**src/i2cram_pkg.sv**
```systemverilog
// shared types and constants of the i2c register access master
package i2cram_pkg;

  // configuration port
  localparam int unsigned CfgIdxW  = 2;
  localparam int unsigned CfgDataW = 16;

  // stream payload widths, data padded to whole bytes
  localparam int unsigned SDataW = 24;
  localparam int unsigned MDataW = 16;
  localparam int unsigned SUserW = 2;

  // transaction kinds carried in the request tuser
  localparam logic [1:0] ActTick  = 2'd0;
  localparam logic [1:0] ActWrite = 2'd1;
  localparam logic [1:0] ActRead  = 2'd2;

  // register reset values
  localparam logic [6:0]  DevAddrRst = 7'd104;
  localparam logic [15:0] TicksRst   = 16'd250;
  localparam logic [7:0]  AckLimRst  = 8'd250;

  // configuration register set
  typedef struct packed {
    logic [6:0]  device_address;
    logic [15:0] ticks_per_phase;
    logic [7:0]  ack_timeout_limit;
  } cfg_t;

  // one result item, scl_level in the lowest bit
  typedef struct packed {
    logic       ack_error;
    logic [7:0] read_data;
    logic       done_res;
    logic       busy_res;
    logic       sda_pull_low;
    logic       scl_level;
  } res_t;

  localparam int unsigned ResW = $bits(res_t);

endpackage

```
**src/i2cram_cfg.sv**
```systemverilog
// configuration register file
module i2cram_cfg (
  input  logic                             clk_i,
  input  logic                             rst_ni,
  input  logic                             cfg_valid_i,
  output logic                             cfg_ready_o,
  input  logic [i2cram_pkg::CfgIdxW-1:0]   cfg_index_i,
  input  logic [i2cram_pkg::CfgDataW-1:0]  cfg_data_i,
  output i2cram_pkg::cfg_t                 cfg_o
);
  import i2cram_pkg::*;

  localparam logic [CfgIdxW-1:0] IdxDevAddr = 2'd0;
  localparam logic [CfgIdxW-1:0] IdxTicks   = 2'd1;
  localparam logic [CfgIdxW-1:0] IdxAckLim  = 2'd2;

  cfg_t cfg_q, cfg_d;
  logic wr_en;

  assign cfg_ready_o = 1'b1;
  assign wr_en       = cfg_valid_i;

  // decode register writes, unknown indexes are dropped
  always_comb begin
    cfg_d = cfg_q;
    if (wr_en) begin
      unique case (cfg_index_i)
        IdxDevAddr: cfg_d.device_address    = cfg_data_i[6:0];
        IdxTicks:   cfg_d.ticks_per_phase   = cfg_data_i;
        IdxAckLim:  cfg_d.ack_timeout_limit = cfg_data_i[7:0];
        default:    cfg_d = cfg_q;
      endcase
    end
  end

  always_ff @(posedge clk_i or negedge rst_ni) begin
    if (!rst_ni) begin
      cfg_q.device_address    <= DevAddrRst;
      cfg_q.ticks_per_phase   <= TicksRst;
      cfg_q.ack_timeout_limit <= AckLimRst;
    end else begin
      cfg_q <= cfg_d;
    end
  end

  assign cfg_o = cfg_q;

endmodule

```
**src/i2cram_core.sv**
```systemverilog
// bus sequencer: state registers and one-tick next-state logic
module i2cram_core (
  input  logic              clk_i,
  input  logic              rst_ni,
  input  logic              en_i,
  input  logic [1:0]        action_i,
  input  logic [7:0]        reg_address_i,
  input  logic [7:0]        write_data_i,
  input  logic              sda_in_i,
  input  i2cram_pkg::cfg_t  cfg_i,
  output i2cram_pkg::res_t  res_o
);
  import i2cram_pkg::*;

  localparam logic [4:0] StIdle     = 5'd0;
  localparam logic [4:0] StStart    = 5'd1;
  localparam logic [4:0] StSendDevW = 5'd2;
  localparam logic [4:0] StAckDevW  = 5'd3;
  localparam logic [4:0] StSendReg  = 5'd4;
  localparam logic [4:0] StAckReg   = 5'd5;
  localparam logic [4:0] StSendData = 5'd6;
  localparam logic [4:0] StAckData  = 5'd7;
  localparam logic [4:0] StRestart  = 5'd8;
  localparam logic [4:0] StSendDevR = 5'd9;
  localparam logic [4:0] StAckDevR  = 5'd10;
  localparam logic [4:0] StRecv     = 5'd11;
  localparam logic [4:0] StNack     = 5'd12;
  localparam logic [4:0] StStop     = 5'd13;

  logic [4:0]  state_q, state_d;
  logic [15:0] pc_q, pc_d;
  logic [1:0]  qi_q, qi_d;
  logic [3:0]  bi_q, bi_d;
  logic [7:0]  sh_q, sh_d;
  logic [7:0]  pl_q, pl_d;
  logic [7:0]  lreg_q, lreg_d;
  logic [7:0]  ldat_q, ldat_d;
  logic        rd_q, rd_d;
  logic [7:0]  rx_q, rx_d;
  logic        err_q, err_d;
  logic        done;

  logic [15:0] plen;
  logic [16:0] pstep;
  logic        pe;
  logic [15:0] pc_adv;
  logic [1:0]  q_adv;
  logic        slot;
  logic        sample;
  logic [7:0]  sh_s;

  // one quarter-phase counter step; msb flags the end of the quarter
  function automatic logic [16:0] phase_step(input logic [15:0] cnt, input logic [15:0] len);
    logic [15:0] inc;
    inc = cnt + 16'd1;
    if (inc >= len) return {1'b1, 16'd0};
    return {1'b0, inc};
  endfunction

  // quarter and slot timing
  assign plen   = (cfg_i.ticks_per_phase == 16'd0) ? 16'd1 : cfg_i.ticks_per_phase;
  assign pstep  = phase_step(pc_q, plen);
  assign pe     = pstep[16];
  assign pc_adv = pstep[15:0];
  assign q_adv  = pe ? ((qi_q == 2'd3) ? 2'd0 : qi_q + 2'd1) : qi_q;
  assign slot   = pe && (qi_q == 2'd3);

  // receive sample on the last tick of the second quarter
  assign sample = (qi_q == 2'd1) && (({1'b0, pc_q} + 17'd1) >= {1'b0, plen});
  assign sh_s   = sample ? {sh_q[6:0], sda_in_i} : sh_q;

  // next state for one tick
  always_comb begin
    state_d = state_q;
    pc_d    = pc_q;
    qi_d    = qi_q;
    bi_d    = bi_q;
    sh_d    = sh_q;
    pl_d    = pl_q;
    lreg_d  = lreg_q;
    ldat_d  = ldat_q;
    rd_d    = rd_q;
    rx_d    = rx_q;
    err_d   = err_q;
    done    = 1'b0;
    unique case (state_q)
      StIdle: begin
        if (action_i == ActWrite || action_i == ActRead) begin
          lreg_d  = reg_address_i;
          ldat_d  = write_data_i;
          rd_d    = (action_i == ActRead);
          err_d   = 1'b0;
          state_d = StStart;
          pc_d    = '0;
          qi_d    = '0;
          bi_d    = '0;
          pl_d    = '0;
        end
      end
      StStart: begin
        pc_d = pc_adv;
        qi_d = q_adv;
        if (slot) begin
          state_d = StSendDevW;
          bi_d    = '0;
          pl_d    = '0;
          sh_d    = {cfg_i.device_address, 1'b0};
        end
      end
      StSendDevW, StSendReg, StSendData, StSendDevR: begin
        pc_d = pc_adv;
        qi_d = q_adv;
        if (slot) begin
          sh_d = {sh_q[6:0], 1'b0};
          bi_d = bi_q + 4'd1;
          if (bi_q == 4'd7) begin
            state_d = state_q + 5'd1;
            bi_d    = '0;
            pl_d    = '0;
          end
        end
      end
      StAckDevW, StAckReg, StAckData, StAckDevR: begin
        if (qi_q == 2'd2) begin
          // poll for acknowledge with scl held high
          priority if (!sda_in_i) begin
            qi_d = 2'd3;
            pc_d = '0;
          end else if (pl_q >= cfg_i.ack_timeout_limit) begin
            err_d   = 1'b1;
            state_d = StStop;
            pc_d    = '0;
            qi_d    = '0;
            bi_d    = '0;
            pl_d    = '0;
          end else begin
            pl_d = pl_q + 8'd1;
          end
        end else if (qi_q == 2'd3) begin
          pc_d = pc_adv;
          if (pe) begin
            pc_d = '0;
            qi_d = '0;
            bi_d = '0;
            pl_d = '0;
            unique case (state_q)
              StAckDevW: begin
                state_d = StSendReg;
                sh_d    = lreg_q;
              end
              StAckReg: begin
                if (rd_q) begin
                  state_d = StRestart;
                end else begin
                  state_d = StSendData;
                  sh_d    = ldat_q;
                end
              end
              StAckData: state_d = StStop;
              default: begin
                state_d = StRecv;
                sh_d    = '0;
              end
            endcase
          end
        end else begin
          pc_d = pc_adv;
          if (pe) qi_d = qi_q + 2'd1;
        end
      end
      StRestart: begin
        pc_d = pc_adv;
        qi_d = q_adv;
        if (slot) begin
          state_d = StSendDevR;
          bi_d    = '0;
          pl_d    = '0;
          sh_d    = {cfg_i.device_address, 1'b1};
        end
      end
      StRecv: begin
        sh_d = sh_s;
        pc_d = pc_adv;
        qi_d = q_adv;
        if (slot) begin
          bi_d = bi_q + 4'd1;
          if (bi_q == 4'd7) begin
            rx_d    = sh_s;
            state_d = StNack;
            bi_d    = '0;
            pl_d    = '0;
          end
        end
      end
      StNack: begin
        pc_d = pc_adv;
        qi_d = q_adv;
        if (slot) begin
          state_d = StStop;
          bi_d    = '0;
          pl_d    = '0;
        end
      end
      StStop: begin
        pc_d = pc_adv;
        qi_d = q_adv;
        if (slot) begin
          state_d = StIdle;
          bi_d    = '0;
          pl_d    = '0;
          done    = 1'b1;
        end
      end
      default: begin
        state_d = StIdle;
        pc_d    = '0;
        qi_d    = '0;
        bi_d    = '0;
        pl_d    = '0;
      end
    endcase
  end

  // line levels follow the state after this tick
  always_comb begin
    res_o.done_res  = done;
    res_o.busy_res  = (state_d != StIdle);
    res_o.read_data = rx_d;
    res_o.ack_error = err_d;
    unique case (state_d)
      StIdle: begin
        res_o.scl_level    = 1'b1;
        res_o.sda_pull_low = 1'b0;
      end
      StStart: begin
        res_o.scl_level    = (qi_d != 2'd3);
        res_o.sda_pull_low = (qi_d != 2'd0);
      end
      StSendDevW, StSendReg, StSendData, StSendDevR: begin
        res_o.scl_level    = (qi_d == 2'd1) || (qi_d == 2'd2);
        res_o.sda_pull_low = ~sh_d[7];
      end
      StRestart: begin
        res_o.scl_level    = (qi_d == 2'd1) || (qi_d == 2'd2);
        res_o.sda_pull_low = (qi_d >= 2'd2);
      end
      StStop: begin
        res_o.scl_level    = (qi_d >= 2'd2);
        res_o.sda_pull_low = (qi_d == 2'd1) || (qi_d == 2'd2);
      end
      default: begin
        res_o.scl_level    = (qi_d == 2'd1) || (qi_d == 2'd2);
        res_o.sda_pull_low = 1'b0;
      end
    endcase
  end

  // state registers advance once per accepted request
  always_ff @(posedge clk_i or negedge rst_ni) begin
    if (!rst_ni) begin
      state_q <= StIdle;
      pc_q    <= '0;
      qi_q    <= '0;
      bi_q    <= '0;
      sh_q    <= '0;
      pl_q    <= '0;
      lreg_q  <= '0;
      ldat_q  <= '0;
      rd_q    <= 1'b0;
      rx_q    <= '0;
      err_q   <= 1'b0;
    end else if (en_i) begin
      state_q <= state_d;
      pc_q    <= pc_d;
      qi_q    <= qi_d;
      bi_q    <= bi_d;
      sh_q    <= sh_d;
      pl_q    <= pl_d;
      lreg_q  <= lreg_d;
      ldat_q  <= ldat_d;
      rd_q    <= rd_d;
      rx_q    <= rx_d;
      err_q   <= err_d;
    end
  end

`ifndef ASSERT_OFF
  // a finished transaction always leaves the block idle
  a_done_idle: assert property (@(posedge clk_i) disable iff (!rst_ni)
    res_o.done_res |-> !res_o.busy_res)
    else $error("done reported while still busy");

  // bit counter stays inside one byte
  a_bit_range: assert property (@(posedge clk_i) disable iff (!rst_ni)
    bi_q <= 4'd7)
    else $error("bit index past last bit");

  // while idle the slot timing is parked
  a_idle_parked: assert property (@(posedge clk_i) disable iff (!rst_ni)
    (state_q == StIdle) |-> (qi_q == 2'd0 && bi_q == 4'd0 && pl_q == 8'd0))
    else $error("timing counters active while idle");

  // a new transaction clears the error flag
  a_start_clears_err: assert property (@(posedge clk_i) disable iff (!rst_ni)
    (en_i && state_q == StIdle && (action_i == ActWrite || action_i == ActRead))
      |=> (state_q == StStart && !err_q))
    else $error("start did not clear error");
`endif

endmodule

```
**src/i2cram_out.sv**
```systemverilog
// result register with stream handshake
module i2cram_out (
  input  logic                          clk_i,
  input  logic                          rst_ni,
  input  logic                          s_valid_i,
  output logic                          s_ready_o,
  input  i2cram_pkg::res_t              res_i,
  output logic                          m_valid_o,
  input  logic                          m_ready_i,
  output logic [i2cram_pkg::MDataW-1:0] m_data_o
);
  import i2cram_pkg::*;

  logic vld_q, vld_d;
  res_t res_q;
  logic load;

  // take a new result when the slot is empty or being drained
  assign s_ready_o = !vld_q || m_ready_i;
  assign load      = s_valid_i && s_ready_o;
  assign vld_d     = load ? 1'b1 : (vld_q && !m_ready_i);

  always_ff @(posedge clk_i or negedge rst_ni) begin
    if (!rst_ni) begin
      vld_q <= 1'b0;
    end else begin
      vld_q <= vld_d;
    end
  end

  // payload register
  always_ff @(posedge clk_i) begin
    if (load) res_q <= res_i;
  end

  assign m_valid_o = vld_q;
  assign m_data_o  = {{(MDataW - ResW){1'b0}}, res_q};

`ifndef ASSERT_OFF
  // every accepted request shows up as a result next cycle
  a_load_valid: assert property (@(posedge clk_i) disable iff (!rst_ni)
    load |=> vld_q)
    else $error("accepted request produced no result");
`endif

endmodule

```
**src/i2c_register_access_master.sv**
```systemverilog
// i2c register access master top level
// an accepted request's result is in the output register on the next cycle
// throughput: one request per cycle while m_axis_tready drains the result register; it refills while it is drained
// each request is one bus tick: scl bit time is four quarters of ticks_per_phase requests
// reset: async active low, sequencer idle, config at device 104, 250 ticks, 250 polls
module i2c_register_access_master (
  input  logic                            clk_i,
  input  logic                            rst_ni,
  input  logic                            s_axis_tvalid,
  output logic                            s_axis_tready,
  // [7:0] reg_address, [15:8] write_data, [16] sda_in, [23:17] zero
  input  logic [i2cram_pkg::SDataW-1:0]   s_axis_tdata,
  // [1:0] action
  input  logic [i2cram_pkg::SUserW-1:0]   s_axis_tuser,
  output logic                            m_axis_tvalid,
  input  logic                            m_axis_tready,
  // [0] scl_level, [1] sda_pull_low, [2] busy_res, [3] done_res,
  // [11:4] read_data, [12] ack_error, [15:13] zero
  output logic [i2cram_pkg::MDataW-1:0]   m_axis_tdata,
  input  logic                            cfg_valid_i,
  output logic                            cfg_ready_o,
  input  logic [i2cram_pkg::CfgIdxW-1:0]  cfg_index_i,
  input  logic [i2cram_pkg::CfgDataW-1:0] cfg_data_i
);
  import i2cram_pkg::*;

  cfg_t cfg;
  res_t res;
  logic s_fire;

  assign s_fire = s_axis_tvalid && s_axis_tready;

  // configuration registers
  i2cram_cfg u_cfg (
    .clk_i       (clk_i),
    .rst_ni      (rst_ni),
    .cfg_valid_i (cfg_valid_i),
    .cfg_ready_o (cfg_ready_o),
    .cfg_index_i (cfg_index_i),
    .cfg_data_i  (cfg_data_i),
    .cfg_o       (cfg)
  );

  // bus sequencer
  i2cram_core u_core (
    .clk_i         (clk_i),
    .rst_ni        (rst_ni),
    .en_i          (s_fire),
    .action_i      (s_axis_tuser),
    .reg_address_i (s_axis_tdata[7:0]),
    .write_data_i  (s_axis_tdata[15:8]),
    .sda_in_i      (s_axis_tdata[16]),
    .cfg_i         (cfg),
    .res_o         (res)
  );

  // result register
  i2cram_out u_out (
    .clk_i     (clk_i),
    .rst_ni    (rst_ni),
    .s_valid_i (s_axis_tvalid),
    .s_ready_o (s_axis_tready),
    .res_i     (res),
    .m_valid_o (m_axis_tvalid),
    .m_ready_i (m_axis_tready),
    .m_data_o  (m_axis_tdata)
  );

endmodule

```
**config.mk**
```make
export PLATFORM = sky130hd
export DESIGN_NAME = i2c_register_access_master
export DESIGN_NICKNAME = d
export VERILOG_FILES = /design/src/i2cram_pkg.sv /design/src/i2cram_cfg.sv /design/src/i2cram_core.sv /design/src/i2cram_out.sv /design/src/i2c_register_access_master.sv
export SDC_FILE = /design/constraint.sdc
export NUM_CORES = 1
export LEC_CHECK = 0
export BUFFER_PORTS_ARGS = -buffer_cell sky130_fd_sc_hd__buf_2
export CAP_MARGIN = 10
export CORE_MARGIN = 1.5
export CORE_UTILIZATION = 40
export DETAILED_ROUTE_END_ITERATION = 12
export HOLD_SLACK_MARGIN = 0.08
export PLACE_DENSITY = 0.6
export SLEW_MARGIN = 10
export SYNTH_ARGS = -nofsm -noshare
export SYNTH_HDL_FRONTEND = slang
export SYNTH_SLANG_ARGS = --single-unit
```
**constraint.sdc**
```tcl
create_clock -name clk_i -period 4.4 [get_ports clk_i]
set_clock_uncertainty 0.05 [all_clocks]
set_input_delay 0 -clock clk_i [delete_from_list [all_inputs] [get_ports clk_i]]
set_output_delay 0 -clock clk_i [all_outputs]
set_load 0.005 [all_outputs]
```
; ---- Yosys cells after proc, flatten, opt, wreduce, memory -nomap -nowiden
; Index checks and enable logic that the tools add are counted.
[word_totals]
ff_bits = 114
input_bits = 49
word_cells = 190
[op_classes]
add_sub_neg = 6
n_lt_le_gt_ge = 4
eq_ne = 48
muxes = 79
n_bitwise = 1
reduce_logical = 30
[op_table]
columns = cell, n
row1 = $mux W8, 20
row2 = $mux W16, 7
row3 = $mux W5, 14
row4 = $pmux W16 S3, 1
row5 = $eq A5 B4 Y1 const B, 9
row6 = $mux W4, 10
row7 = $pmux W5 S8, 1
row8 = $pmux W8 S5, 1
row9 = $mux W17, 2
row10 = $pmux W8 S4, 1
row11 = $eq A5 B3 Y1 const B, 6
row12 = $pmux W8 S3, 1
row13 = $mux W2, 9
row14 = $ne A2 B1 Y1 const B, 9
row15 = $add A16 B1 Y17 const B, 1
row16 = $ge A17 B16 Y1, 1
row17 = $add A16 B1 Y16 const B, 1
row18 = $ge A16 B16 Y1, 1
row19 = $logic_not A16 Y1, 1
row20 = $pmux W4 S4, 1
row21 = $reduce_and A8 Y1, 2
row22 = $reduce_or A4 Y1, 4
row23 = $eq A5 B2 Y1 const B, 3
row24 = $pmux W5 S3, 1
row25 = 31 further kinds, 61

; ---- Longest topological paths before layout
[depth]
word_depth = 12
mapped_depth = 22
ltp_nobuf = 22

; ---- Hierarchy
; A second synthesis with hierarchy kept.
[hier_totals]
cells_unflattened = 712
hier_area_um2 = 7069.3
[by_module_without_submodules]
columns = module, instances, cells_each, area_each_um2, seq_area_each_um2
row1 = i2cram_core, 1, 622, 5373.9, 1726.7
row2 = i2cram_cfg, 1, 68, 1218.7, 794.5
row3 = i2cram_out, 1, 21, 470.5, 415.4
row4 = i2c_register_access_master, 1, 1, 6.3, 0.0

; ---- Worst setup path before layout
; No wires, ideal clock.
[synth_path]
path_type = flip-flop to flip-flop
from = reg u_core.pc_q[0]
to = reg u_out.res_q (netlist bit u_out.m_data_o[0]) (data pin)
setup_time_ns = 0.256
arrival_time_ns = 4.359
t_required_ns = 4.094
setup_slack_ns = -0.266
stages_incl_launch_ff = 20
path_buffers = 0
cell_sequence = dfrtp_1 -> ha_1 -> nand4_1 -> nor4_1 -> xor2_1 -> ha_1 -> nand4_1 -> nor4_2 -> a211o_1 -> or3_1 -> inv_1 -> ha_1 -> nor2_1 -> a21oi_1 -> mux2_2 -> o221a_2 -> ha_1 -> o21a_1 -> a22o_1 -> a22o_1
[synth_lines]
columns = item, line_no
row1 = from (decl), i2cram_core.sv:31  ; logic [15:0] pc_q, pc_d;
row2 = from (signal assigned), i2cram_core.sv:274  ; pc_q <= pc_d;
row3 = to (signal assigned), i2cram_out.sv:33  ; if (load) res_q <= res_i;
row4 = to (decl), i2cram_out.sv:15  ; res_t res_q;

==> flow_summary.ini <==
[run_status]
outcome = finished, violations left
violations = setup timing

[clocking]
numCtsBuffers = 17
cts_tree = built
clockBufferDepth = 2
clock_latency_ns = 0.42
cts_root_buffer = clkbuf_16
worst_setup_hold_path_clk_slew_ns = 0.06
cts_sinks = 114
htreeDepth = 4

[die]
start_util_pct = 41.4
dieArea_um2 = 18200
rows = 47
ios = 68
core_area_um2 = 16800
chipHeight_um = 135
die_w_um = 135

[global_route]
grt_use_total_pct = 21.6
antenna_found_initial = 0
grt_overflow = 0
grt_pass1_wl_um = 30600
grt_pass1_vias = 5946
grt_start_max_net_pins = 63

[place]
numPortBuffers = 56
hpwl_um = 13400
gp_congestion = 0.919

[sta]
slew_headroom_pct = 46.3
hold_viol_final = 0
fmax_mhz = 218
fin_crit_sh_pct = 104
fin_crit_ns = 4.60
setup_viol = 2
fin_ws_ns = -0.197
worstMarginPinSlew_ns = 0.806
hold-worst-slack_ns = 0.164
finalMaxSlewViolations = 0
grt_setup_unrepaired = yes

[yosys]
synth_top_area_share_pct = 31.0
yosysUniqueCellTypes = 76
synth-seq-cells = 114
async_reset_ff_share_pct = 88.6
synth-main-ff-cell = dfrtp_1
synth.most_common_cell = nand2_1
ys_seq_area_share_pct = 42.3
synthTopCellsByArea = dfrtp_1 31%, mux2_2 8.1%, ha_1 7.2%
netlist_area_um2 = 6950
synth_commonest_cells = 90 x nand2_1, 86 x dfrtp_1, 63 x o21ai_0, 50 x mux2_2, 50 x nor2_1
ys_warn_count = 0
synth_top_area_cell = dfrtp_1
syn_inst = 718
avgSynthCellArea_um2 = 9.67
synth_edf_count = 13

[critical_path]
max_stage_delay_ns = 0.42
cp-start-kind = register
ff2ff_path_depth = 19
crit_slowest_cell = dfrtp_1
rr_endpoint = u_out.m_data_o[1]
r2r_slack_ns = -0.20
critPathTopFamily = simple AND/OR/NAND/NOR gates
critPathMaxFanout = 4
path_cells = ha_4 > nand4_1 > buf_4 > nor4_4 > xor2_1 > ha_1 > nand4_1 > nor4_4 > a211o_1 > or3_4 > inv_4 > ha_4 > nor2_4 > a21oi_2 > mux2_4 > o221a_4 > ha_1 > and3_1 > a211o_1
critPathRequiredTime_ns = 4.51
crit_type = register to register
r2r-start = u_core.pc_q[0]
end_kind = register
crit_buf_inv = 2
critPathArrivalTime_ns = 4.71

[route]
route.vias.total = 5877
via_per_inst = 5.43
routedWlPerCell_um = 17.1
remaining_drc_errors = 0
drtPass1Iterations = 5
drt_wl_total_um = 18500
final_antenna_net_count = 0
drtIter0Drc = 394

[pwr]
p_leak_nw = 4.00
p_per_area_nw_per_um2 = 400
ir_worst_vdd_v = 0.000256
finalPower_w = 0.00354

[final_layout]
diodes = 0
regArea_um2 = 2940
multi_input_area_um2 = 3890
drive_above_1_share_pct = 27.0
fin_util_pct = 52.9
nets = 938
syn_to_final_growth_pct = 27.6
n_fill_cell = 1489

[min_path]
hp-class = input pin to async pin

[flow_run]
max_cap_violations = 0
[final cells by class]
class / instances / area share [%]
Clock buffer: 22 / 5.72
Sequential cell: 114 / 33.1
Inverter: 41 / 1.76
Timing Repair Buffer: 136 / 11.1
Multi-Input combinational cell: 539 / 43.8
Clock inverter: 10 / 1.33
Tap cell: 220 / 3.11
[worst reg2reg max path: cells and delay by family, from the launching register on]
family	cells	cell delay [ns]
and+or+nand+nor	7	1.32
adders and majority gates	4	0.97
AOI/OAI and AO/OA	4	0.83
DFF	1	0.42
muxes	1	0.29
buffers and inverters	2	0.25
xor gates and xnor gates	1	0.22
[power by group]
part | switching (W) | leakage [nW] | internal (W)
registers | 0.000121 | 1.40 | 0.00125
clock network | 0.000505 | 0.312 | 0.000934
logic | 0.000383 | 2.28 | 0.000350
total | 0.00101 | 4.00 | 0.00253
[per-layer routing]
metal,global-route usage [%],vias to the layer above,share of wire (%)
met5,0,-,0
met4,8.12,0,1.8
met3,3.49,24,4.3
met2,34.8,130,48
met1,29.2,2876,46
li1,-,2847,-
[timing repair]
item                                    4_1_cts  5_1_grt
hold endpoints to repair                    111        0
setup buffers                                 0        6
resized for setup                             5       15
hold buffers                                 40        0
pin swaps                                     2       10
endpoints found under the setup margin        2        5
[worst max path at each step]
stage / startpoint / end / cells past startpoint
finish: u_core.pc_q[0] / u_out.m_data_o[1] / 19
global route: u_core.pc_q[0] / u_out.m_data_o[0] / 20
CTS: u_core.pc_q[0] / u_out.m_data_o[0] / 20
detailed placement: u_core.pc_q[1] / u_out.m_data_o[0] / 20
global placement: u_core.pc_q[0] / u_out.m_data_o[0] / 21
floorplan: u_core.pc_q[0] / u_out.m_data_o[0] / 20
[cells by family after synthesis]
logic type	share of synthesized area (%)
AND/OR/NAND/NOR	17.0
other	0.108
buffers and inverters	4.09
flip-flops	42.3
adder cells (fa/ha/maj)	7.21
XOR/XNOR	1.77
AO/OA/AOI/OAI	17.6
multiplexers	9.98
[sequential cells by signal (all words and copies together), names as in the netlist]
name	cells
u_core.rd_q	1
u_core.lreg_q	8
u_out.m_valid_o	1
u_core.err_q	1
u_core.sh_q	8
u_core.pl_q	8
u_cfg.cfg_o	31
u_core.rx_q	8
u_out.m_data_o	13
u_core.qi_q	2
u_core.state_q	5
u_core.ldat_q	8
u_core.bi_q	4
u_core.pc_q	16
[per-stage QoR]
step,instances,setup TNS (ns),setup WS (ns),cell area (µm²)
2_1_floorplan,720,-0.0302,-0.0185,7010
3_3_place_gp,1004,-0.0304,-0.0165,7690
3_5_place_dp,1004,-0.265,-0.138,7690
4_1_cts,1076,-0.225,-0.117,8740
5_1_grt,1082,-0.814,-0.404,8860
6_report,1082,-0.386,-0.197,8860
[placed cells by master (no fill, tap or decap), types with 4 or more instances in the layout]
| cell | Yosys | routed |
|---|---|---|
| dfstp_2 | 15 | 15 |
| buf_2 | 8 | 55 |
| a22o_1 | 11 | 11 |
| o21ai_0 | 63 | 62 |
| edfxtp_1 | 13 | 13 |
| buf_4 | 4 | 41 |
| nor2_4 | 0 | 4 |
| nor2_1 | 50 | 46 |
| a21o_1 | 7 | 7 |
| nor4_1 | 6 | 5 |
| dlygate4sd3_1 | 0 | 40 |
| nand4_1 | 10 | 10 |
| a211o_1 | 4 | 4 |
| conb_1 | 2 | 4 |
| nor3_1 | 9 | 9 |
| ha_1 | 40 | 37 |
| a22oi_1 | 10 | 10 |
| mux2i_1 | 13 | 13 |
| o31ai_1 | 7 | 7 |
| nand2_1 | 90 | 90 |
| xnor2_1 | 8 | 7 |
| and3_1 | 5 | 5 |
| a211oi_1 | 7 | 6 |
| and2_1 | 4 | 4 |
| xor2_1 | 6 | 5 |
| a21oi_1 | 24 | 23 |
| a221o_1 | 5 | 5 |
| nand3_1 | 19 | 17 |
| inv_1 | 40 | 39 |
| o211ai_1 | 5 | 5 |
| clkbuf_16 | 0 | 19 |
| dfrtp_1 | 86 | 85 |
| nand2b_1 | 23 | 23 |
| mux2_2 | 50 | 49 |
Note: power is estimated with default switching activity, not from simulation.
